==> config.mk <==
export PLATFORM = sky130hd
export DESIGN_NAME = prime_field_alu
export DESIGN_NICKNAME = d
export VERILOG_FILES = /design/src/rtl/core/pfa_pkg.sv /design/src/rtl/core/prime_field_alu.sv /design/src/rtl/core/pfa_divider.sv
export SDC_FILE = /design/constraint.sdc
export NUM_CORES = 2
export LEC_CHECK = 0
export BUFFER_PORTS_ARGS = -buffer_cell sky130_fd_sc_hd__clkbuf_2
export CAP_MARGIN = 30
export CORE_AREA = 8 8 460 462
export DETAILED_ROUTE_END_ITERATION = 12
export DIE_AREA = 0 0 468 470
export PLACE_DENSITY = 0.66
export SLEW_MARGIN = 40
export SYNTH_ARGS = -nofsm -noshare
export SYNTH_HDL_FRONTEND = slang
export SYNTH_HIERARCHICAL = 1
export SYNTH_SLANG_ARGS = --single-unit
==> constraint.sdc <==
create_clock -name clk -period 19.2 [get_ports clk]
set_input_delay 2.88 -clock clk [delete_from_list [all_inputs] [get_ports clk]]
set_output_delay 2.88 -clock clk [all_outputs]
set_load 0.02 [all_outputs]
==> src/rtl/core/pfa_pkg.sv <==
package pfa_pkg;

	localparam logic [2:0] FN_ADD = 3'd0;
	localparam logic [2:0] FN_SUB = 3'd1;
	localparam logic [2:0] FN_NEG = 3'd2;
	localparam logic [2:0] FN_MUL = 3'd3;
	localparam logic [2:0] FN_INV = 3'd4;
	localparam logic [2:0] FN_DIV = 3'd5;

	localparam logic [63:0] MOD_RESET = 64'hFFFF_FFFF_0000_0001;

	typedef struct packed {
		logic [2:0]  func;
		logic [63:0] operand_a;
		logic [63:0] operand_b;
	} pfa_req_t;

	typedef struct packed {
		logic [63:0] field_result;
		logic        status;
	} pfa_rsp_t;

endpackage

==> src/rtl/core/prime_field_alu.sv <==
// Add/sub/neg first reduce both operands mod p (two operand reductions, one bit a cycle).
// Multiply then runs a loop in the shared modular adder (double, then add).
// Inverse and divide run extended Euclid: each round is one division
// plus one multiply, so the total depends on the number of gcd rounds.
// One word at a time; busy stays high until the result strobe, results cannot be stalled.
// Reset (arst_n low, asynchronous) idles the sequencer and loads the default modulus.
module prime_field_alu #(
	parameter int DATA_WIDTH = 64
) (
	input  logic              clk,
	input  logic              arst_n,
	input  logic              start,
	output logic              busy,
	input  pfa_pkg::pfa_req_t req,
	input  logic              cfg_valid,
	output logic              cfg_ready,
	input  logic [63:0]       cfg_data,
	output logic              done,
	output pfa_pkg::pfa_rsp_t rsp
);
	import pfa_pkg::*;

	localparam int W  = DATA_WIDTH;
	localparam int CW = $clog2(W);

	localparam logic [3:0] S_IDLE   = 4'd0;
	localparam logic [3:0] S_REDA   = 4'd1;
	localparam logic [3:0] S_REDB   = 4'd2;
	localparam logic [3:0] S_DISP   = 4'd3;
	localparam logic [3:0] S_INVCHK = 4'd4;
	localparam logic [3:0] S_INVDIV = 4'd5;
	localparam logic [3:0] S_MUL    = 4'd6;
	localparam logic [3:0] S_INVUPD = 4'd7;
	localparam logic [3:0] S_DONE   = 4'd8;

	function automatic logic [W-1:0] madd(input logic [W-1:0] x, input logic [W-1:0] y,
			input logic [W-1:0] p);
		logic [W:0] s;
		s = {1'b0, x} + {1'b0, y};
		if (s >= {1'b0, p})
			s = s - {1'b0, p};
		return s[W-1:0];
	endfunction

	function automatic logic [W-1:0] msub(input logic [W-1:0] x, input logic [W-1:0] y,
			input logic [W-1:0] p);
		return (x >= y) ? (x - y) : (x - y + p);
	endfunction

	logic [3:0]   state_q;
	logic [W-1:0] p_q;
	logic [2:0]   func_q;
	logic [W-1:0] a_q, b_q;
	logic [W-1:0] t_q, nt_q, r_q, nr_q, rem_q;
	logic [W-1:0] acc_q, mx_q, my_q;
	logic [CW-1:0] cnt_q;
	logic         phase_q;
	logic         inv_mode_q;
	logic [W-1:0] res_q;
	logic         st_q;
	logic         go_q;
	logic [W-1:0] dend_q, dvs_q;
	logic         div_done;
	logic [W-1:0] div_quo, div_rem;
	logic [W-1:0] madd_y;
	logic [W-1:0] madd_out;

	pfa_divider #(.W(W)) u_div (
		.clk       (clk),
		.arst_n    (arst_n),
		.go        (go_q),
		.dividend  (dend_q),
		.divisor   (dvs_q),
		.done      (div_done),
		.quotient  (div_quo),
		.remainder (div_rem)
	);

	// shared modular adder for the multiply loop
	assign madd_y   = phase_q ? mx_q : acc_q;
	assign madd_out = madd(acc_q, madd_y, p_q);

	assign cfg_ready = 1'b1;

	always_ff @(posedge clk or negedge arst_n) begin
		if (!arst_n) begin
			state_q <= S_IDLE;
			p_q     <= MOD_RESET[W-1:0];
			go_q    <= 1'b0;
		end else begin
			go_q <= 1'b0;
			if (cfg_valid && cfg_ready)
				p_q <= cfg_data[W-1:0];
			unique case (state_q)
				S_IDLE: begin
					if (start) begin
						func_q <= req.func;
						b_q    <= req.operand_b[W-1:0];
						if (p_q < W'(2)) begin
							res_q   <= '0;
							st_q    <= (req.func == FN_INV) || (req.func == FN_DIV);
							state_q <= S_DONE;
						end else begin
							dend_q  <= req.operand_a[W-1:0];
							dvs_q   <= p_q;
							go_q    <= 1'b1;
							state_q <= S_REDA;
						end
					end
				end
				S_REDA: begin
					if (div_done) begin
						a_q     <= div_rem;
						dend_q  <= b_q;
						go_q    <= 1'b1;
						state_q <= S_REDB;
					end
				end
				S_REDB: begin
					if (div_done) begin
						b_q     <= div_rem;
						state_q <= S_DISP;
					end
				end
				S_DISP: begin
					res_q   <= '0;
					st_q    <= 1'b0;
					state_q <= S_DONE;
					t_q     <= '0;
					nt_q    <= W'(1);
					r_q     <= p_q;
					unique case (func_q)
						FN_ADD: res_q <= madd(a_q, b_q, p_q);
						FN_SUB: res_q <= msub(a_q, b_q, p_q);
						FN_NEG: res_q <= msub('0, a_q, p_q);
						FN_MUL: begin
							mx_q       <= a_q;
							my_q       <= b_q;
							acc_q      <= '0;
							cnt_q      <= CW'(W - 1);
							phase_q    <= 1'b0;
							inv_mode_q <= 1'b0;
							state_q    <= S_MUL;
						end
						FN_INV: begin
							if (a_q == '0)
								st_q <= 1'b1;
							else begin
								nr_q    <= a_q;
								state_q <= S_INVCHK;
							end
						end
						FN_DIV: begin
							if (b_q == '0)
								st_q <= 1'b1;
							else begin
								nr_q    <= b_q;
								state_q <= S_INVCHK;
							end
						end
						default: ;
					endcase
				end
				S_INVCHK: begin
					if (nr_q == '0) begin
						if (func_q == FN_DIV) begin
							mx_q       <= a_q;
							my_q       <= t_q;
							acc_q      <= '0;
							cnt_q      <= CW'(W - 1);
							phase_q    <= 1'b0;
							inv_mode_q <= 1'b0;
							state_q    <= S_MUL;
						end else begin
							res_q   <= t_q;
							state_q <= S_DONE;
						end
					end else begin
						dend_q  <= r_q;
						dvs_q   <= nr_q;
						go_q    <= 1'b1;
						state_q <= S_INVDIV;
					end
				end
				S_INVDIV: begin
					if (div_done) begin
						// quotient never exceeds p, one subtract brings it into range
						mx_q       <= (div_quo >= p_q) ? (div_quo - p_q) : div_quo;
						my_q       <= nt_q;
						rem_q      <= div_rem;
						acc_q      <= '0;
						cnt_q      <= CW'(W - 1);
						phase_q    <= 1'b0;
						inv_mode_q <= 1'b1;
						state_q    <= S_MUL;
					end
				end
				S_MUL: begin
					if (!phase_q) begin
						acc_q   <= madd_out;
						phase_q <= 1'b1;
					end else begin
						if (my_q[W-1])
							acc_q <= madd_out;
						my_q    <= {my_q[W-2:0], 1'b0};
						phase_q <= 1'b0;
						cnt_q   <= cnt_q - 1'b1;
						if (cnt_q == '0) begin
							if (inv_mode_q)
								state_q <= S_INVUPD;
							else begin
								res_q   <= my_q[W-1] ? madd_out : acc_q;
								state_q <= S_DONE;
							end
						end
					end
				end
				S_INVUPD: begin
					t_q     <= nt_q;
					nt_q    <= msub(t_q, acc_q, p_q);
					r_q     <= nr_q;
					nr_q    <= rem_q;
					state_q <= S_INVCHK;
				end
				S_DONE: state_q <= S_IDLE;
				default: state_q <= S_IDLE;
			endcase
		end
	end

	assign busy              = (state_q != S_IDLE);
	assign done              = (state_q == S_DONE);
	assign rsp.field_result  = 64'(res_q);
	assign rsp.status        = st_q;

	a_done_single: assert property (@(posedge clk) disable iff (!arst_n)
		done |=> !done) else $error("result strobe longer than one cycle");
	a_accept_busy: assert property (@(posedge clk) disable iff (!arst_n)
		(start && !busy) |=> busy) else $error("accepted word did not raise busy");
	a_err_zero: assert property (@(posedge clk) disable iff (!arst_n)
		(done && rsp.status) |-> (rsp.field_result == 64'd0))
		else $error("error word with non-zero result");
	a_res_range: assert property (@(posedge clk) disable iff (!arst_n)
		(done && (p_q >= W'(2))) |-> (res_q < p_q)) else $error("result not reduced");

endmodule

==> src/rtl/core/pfa_divider.sv <==
module pfa_divider #(
	parameter int W = 64
) (
	input  logic         clk,
	input  logic         arst_n,
	input  logic         go,
	input  logic [W-1:0] dividend,
	input  logic [W-1:0] divisor,
	output logic         done,
	output logic [W-1:0] quotient,
	output logic [W-1:0] remainder
);
	import pfa_pkg::*;

	localparam int CW = $clog2(W);

	logic         run_q;
	logic         done_q;
	logic [CW-1:0] cnt_q;
	logic [W-1:0] dq_q;
	logic [W-1:0] rem_q;
	logic [W-1:0] dvs_q;
	logic [W:0]   trial;
	logic         ge;
	logic [W:0]   nrem;

	// restoring division, one quotient bit a cycle
	assign trial = {rem_q, dq_q[W-1]};
	assign ge    = trial >= {1'b0, dvs_q};
	assign nrem  = ge ? (trial - {1'b0, dvs_q}) : trial;

	always_ff @(posedge clk or negedge arst_n) begin
		if (!arst_n) begin
			run_q  <= 1'b0;
			done_q <= 1'b0;
			cnt_q  <= '0;
		end else begin
			done_q <= 1'b0;
			if (go) begin
				run_q <= 1'b1;
				cnt_q <= CW'(W - 1);
			end else if (run_q) begin
				cnt_q <= cnt_q - 1'b1;
				if (cnt_q == '0) begin
					run_q  <= 1'b0;
					done_q <= 1'b1;
				end
			end
		end
	end

	always_ff @(posedge clk) begin
		if (go) begin
			dq_q  <= dividend;
			dvs_q <= divisor;
			rem_q <= '0;
		end else if (run_q) begin
			rem_q <= nrem[W-1:0];
			dq_q  <= {dq_q[W-2:0], ge};
		end
	end

	assign done      = done_q;
	assign quotient  = dq_q;
	assign remainder = rem_q;

endmodule

==> reports/summary.log <==
[setup_path] cell with the largest stage delay on the worst path sky130_fd_sc_hd__ha_1
[global_route] via count of the first global-routing pass 79,200
[synth] fraction of synthesis flops using an asynchronous set or reset pin 6.92%
[synth] number of warnings printed during yosys synthesis 6
[clocking] clock slew seen by the registers of the worst setup and hold paths 0.06 ns
[power] power density normalized to cell area 179 mW/mm2
[synth] leading cell types by count after synthesis 1,284 x sky130_fd_sc_hd__nand2_1, 972 x sky130_fd_sc_hd__edfxtp_1, 905 x sky130_fd_sc_hd__a21oi_1
[sta] aggregate negative setup slack 0 ns
[clocking] # clock sinks 1,113
[final_layout] Finished Layout Cells 13,300
[sta] Final Max Slew Viols 0
[synth] post-synthesis net count 11,400
[detailed_routing] remaining number of nets flagged by the antenna check after routing 0
[run_status] status complete, no violations
[die] initial core utilization 44.7%
[detailed_routing] number of violations reported at the end of detailed-routing iteration 0 12,500
[synth] cell count after synthesis 10,500
[power] PnR Total Power 0.0178 W
[clocking] maximum root-to-sink buffer count 3
[synth] largest area contributor in the synthesized netlist sky130_fd_sc_hd__edfxtp_1
[clocking] later-pin clock latency in the skew report 0.82 ns
[setup_path] largest stage delay on the critical path 0.74 ns
[synth] complex-gate fraction of the synthesized area 23.7%
[job] number of maximum-capacitance violations 0
[placed_design] routability congestion estimate 1.07
[power] static leakage 40.6 nW
[detailed_routing] Vias/cell 6.49
[clocking] H-tree lvl count 4
[global_route] total congestion overflow after global routing 0
[placed_design] number of I/O port buffers 265
[sta] largest clock skew in the final design 0.0511 ns
[sta] Setup violations, final 0
[die] die outline width 468 um
[synth] cell types with the largest area share after synthesis sky130_fd_sc_hd__edfxtp_1 32%, sky130_fd_sc_hd__ha_1 9.7%, sky130_fd_sc_hd__nand2_1 5.3%
[final_layout] layout overhead on the synthesized area 9.61%
[detailed_routing] # DRC 0
[power] IR drop worst, VDD 0.161 mV
[die] overall die area 0.220 mm2
[synth] number of enable flip-flop cells after synthesis 972
[synth] number of unique standard cell types used by synthesis 118
[synth] proportion of synthesized chip area in sequential cells 35.6%
[sta] final worst hold slack 0.414 ns
[placed_design] half-perimeter wire length after detailed placement 328,000 um
[setup_path] largest fanout of any net on the critical path 48
[sta] worst slew margin relative to its limit 35.5%
[global_route] maximum number of pins on one net before global-route repair 99
[placed_design] placed cell count 13,000
[clocking] TritonCTS clock tree built
[sta] setup repair after global routing missed its margin no
[clocking] number of CTS-inserted buffers 132
[setup_path] Crit Path Category flop to flop
[synth] area of the mapped netlist 0.0912 mm2
[synth] combinational family with the most area after synthesis compound AO/OA/AOI/OAI gates
[sta] shortest clock period the worst path allows after layout 9.70 ns
[clocking] Clock Tree Root sky130_fd_sc_hd__clkbuf_16
[setup_path] data arrival at the endpoint of the critical path 10.20 ns
[synth] adder-cell share of the synthesized area 9.92%
[synth] simple logic cell fraction of the synthesized area 16.0%
[sta] upper clock frequency limit 103 MHz
[global_route] number of antenna violations at the first check in global routing 22
[synth] most repeated cell in the gate-level netlist after synthesis sky130_fd_sc_hd__nand2_1
[clocking] Resized cells post-CTS 0
[setup_path] crit path capture type flop
[setup_path] critical path's most frequent cell sky130_fd_sc_hd__a21oi_1
[synth] flip-flop and latch count after synthesis 1,113
[sta] Fin. Hold Viols 0
[die] # IOs 267
[detailed_routing] wire length reported by the detailed router 405,000 um
[sta] ratio of final minimum period to clock period 50.5%
[synth] xor/xnor share of the synthesized area 6.79%
[clocking] hold buffer count at cts 0
[final_layout] share of post-route cells with drive strength above 1 9.11%
[hold_path] hold path depth 0
[hold_path] worst min path class flop to flop
[setup_path] R2R depth 30
[die] y dimension of the die 470 um
[setup_path] startpoint class of the critical path flop
[clocking] setup repair bufs after CTS 0
[synth] multiplexer area fraction after synthesis 3.69%
[synth] Post-Synthesis Mean Instance Area 8.73 um2
[sta] Worst Max-Slew Pin Slew 0.961 ns
[die] Core Rows 166
[detailed_routing] first drt pass iteration count 7
[final_layout] Final Net Count 11,400
[die] floorplan core area 0.204 mm2
[setup_path] register-to-register setup slack 9.50 ns
[synth] area fraction of the dominant cell type after synthesis 32.0%
[synth] primary flip-flop cell chosen by synthesis mapping sky130_fd_sc_hd__edfxtp_1
[detailed_routing] average wire per standard cell 30.5 um
[final_layout] number of fill cells in the layout 19,400
[detailed_routing] total via count in the routed design 86,100
[global_route] total global-route track usage 35.0%
[global_route] wire length of the first global-routing pass 565,000 um
[setup_path] Req. time, crit path 19.71 ns
[flip-flops by register name, indices dropped and copies added (netlist names), 64 cells and up]
| name | flops |
|---|---|
| a_q | 64 |
| acc_q | 64 |
| b_q | 64 |
| dend_q | 64 |
| dvs_q | 64 |
| mx_q | 64 |
| my_q | 64 |
| nr_q | 64 |
| nt_q | 64 |
| p_q | 64 |
| r_q | 64 |
| rem_q | 64 |
| res_q | 64 |
| t_q | 64 |
| u_div/dvs_q | 64 |
| u_div/quotient | 64 |
| u_div/remainder | 64 |
[cell usage in the layout (no fill, tap or decap), types with 32 or more instances in the layout]
| master | n |
|---|---|
| sky130_fd_sc_hd__xor2_1 | 247 |
| sky130_fd_sc_hd__nand3_1 | 169 |
| sky130_fd_sc_hd__nand4_1 | 146 |
| sky130_fd_sc_hd__o21ai_0 | 766 |
| sky130_fd_sc_hd__clkbuf_2 | 263 |
| sky130_fd_sc_hd__edfxtp_1 | 972 |
| sky130_fd_sc_hd__o31ai_1 | 49 |
| sky130_fd_sc_hd__a31oi_1 | 151 |
| sky130_fd_sc_hd__or3_1 | 39 |
| sky130_fd_sc_hd__dfxtp_1 | 64 |
| sky130_fd_sc_hd__nor2b_1 | 97 |
| sky130_fd_sc_hd__nor2_1 | 842 |
| sky130_fd_sc_hd__inv_1 | 461 |
| sky130_fd_sc_hd__o22ai_1 | 40 |
| sky130_fd_sc_hd__nand2b_1 | 94 |
| sky130_fd_sc_hd__mux2_2 | 137 |
| sky130_fd_sc_hd__dfrtp_1 | 42 |
| sky130_fd_sc_hd__nand2_1 | 1281 |
| sky130_fd_sc_hd__o21bai_1 | 132 |
| sky130_fd_sc_hd__o211ai_1 | 133 |
| sky130_fd_sc_hd__nor3_1 | 116 |
| sky130_fd_sc_hd__and3_1 | 67 |
| sky130_fd_sc_hd__a311oi_1 | 53 |
| sky130_fd_sc_hd__a22oi_1 | 154 |
| sky130_fd_sc_hd__a21o_1 | 411 |
| sky130_fd_sc_hd__ha_1 | 706 |
| sky130_fd_sc_hd__clkinv_2 | 32 |
| sky130_fd_sc_hd__buf_4 | 145 |
| sky130_fd_sc_hd__clkbuf_16 | 133 |
| sky130_fd_sc_hd__xnor2_1 | 457 |
| sky130_fd_sc_hd__mux2i_1 | 182 |
| sky130_fd_sc_hd__o21a_1 | 78 |
| sky130_fd_sc_hd__a21oi_1 | 903 |
| sky130_fd_sc_hd__a211oi_1 | 132 |
| sky130_fd_sc_hd__and2_1 | 105 |
| sky130_fd_sc_hd__nor4_1 | 75 |
| sky130_fd_sc_hd__dfstp_2 | 33 |
[power breakdown]
part	internal [W]	switching [W]	leakage, nW
sequential	0.00346	0.000645	10.5
clock	0.00146	0.00115	2.19
combinational	0.00401	0.00712	28.0
[critical path, delay by kind of cell (launching register included)]
kind                       cells  cell delay [ns]
adders and majority gates      3             1.41
AOI/OAI and AO/OA             17             4.96
muxes                          1             0.40
and+or+nand+nor                5             1.16
buffers and inverters          3             0.97
xor gates and xnor gates       1             0.11
DFF                            1             0.32
[routing by layer]
metal / share of wire [%] / vias to the layer above / GRT usage (%)
met1: 44 / 41800 / 51.6
met3: 13 / 604 / 10.7
met4: 4.6 / 6 / 13.4
met2: 38 / 5151 / 47.5
li1: - / 38600 / -
met5: 0.057 / - / 0.681
[area by class of cell]
| class | instances | area (um2) | area share, % |
|---|---|---|---|
| inverters | 468 | 1760 | 1.76 |
| repair buffers | 425 | 2670 | 2.67 |
| clock inverters | 92 | 1080 | 1.08 |
| flip-flops and latches | 1113 | 32400 | 32.4 |
| clock buffers | 150 | 3410 | 3.41 |
| diodes | 14 | 35.0 | 0.0350 |
| well taps | 2688 | 3360 | 3.36 |
| multi-input cells | 8326 | 55200 | 55.2 |
[stage by stage]
stage	util, %	cell area (um2)	setup slack [ns]
2_1_floorplan	-	91200	2.09
3_3_place_gp	46.7	95200	8.86
3_5_place_dp	46.8	95400	9.74
4_1_cts	49.0	99900	9.69
5_1_grt	49.0	100000	9.18
6_report	49.0	100000	9.50
[path summary, 6_finish.rpt]
check / start / endpoint
setup / recovery: phase_q / res_q[41]
hold reg to reg: dvs_q[29] / u_div/dvs_q[29]
min in group asynchronous: arst_n / u_div/cnt_q[0]
max in group asynchronous: arst_n / p_q[0]
hold / removal: dvs_q[29] / u_div/dvs_q[29]
setup reg to reg: phase_q / res_q[41]
[cell families after synthesis]
logic type                 Yosys count
muxes                              319
AOI/OAI and AO/OA                 3382
adders and majority gates          717
DFF                               1113
buffers and inverters             1013
other                                1
and+or+nand+nor                   3201
xor gates and xnor gates           706
Note: power is estimated with default switching activity, not from simulation.
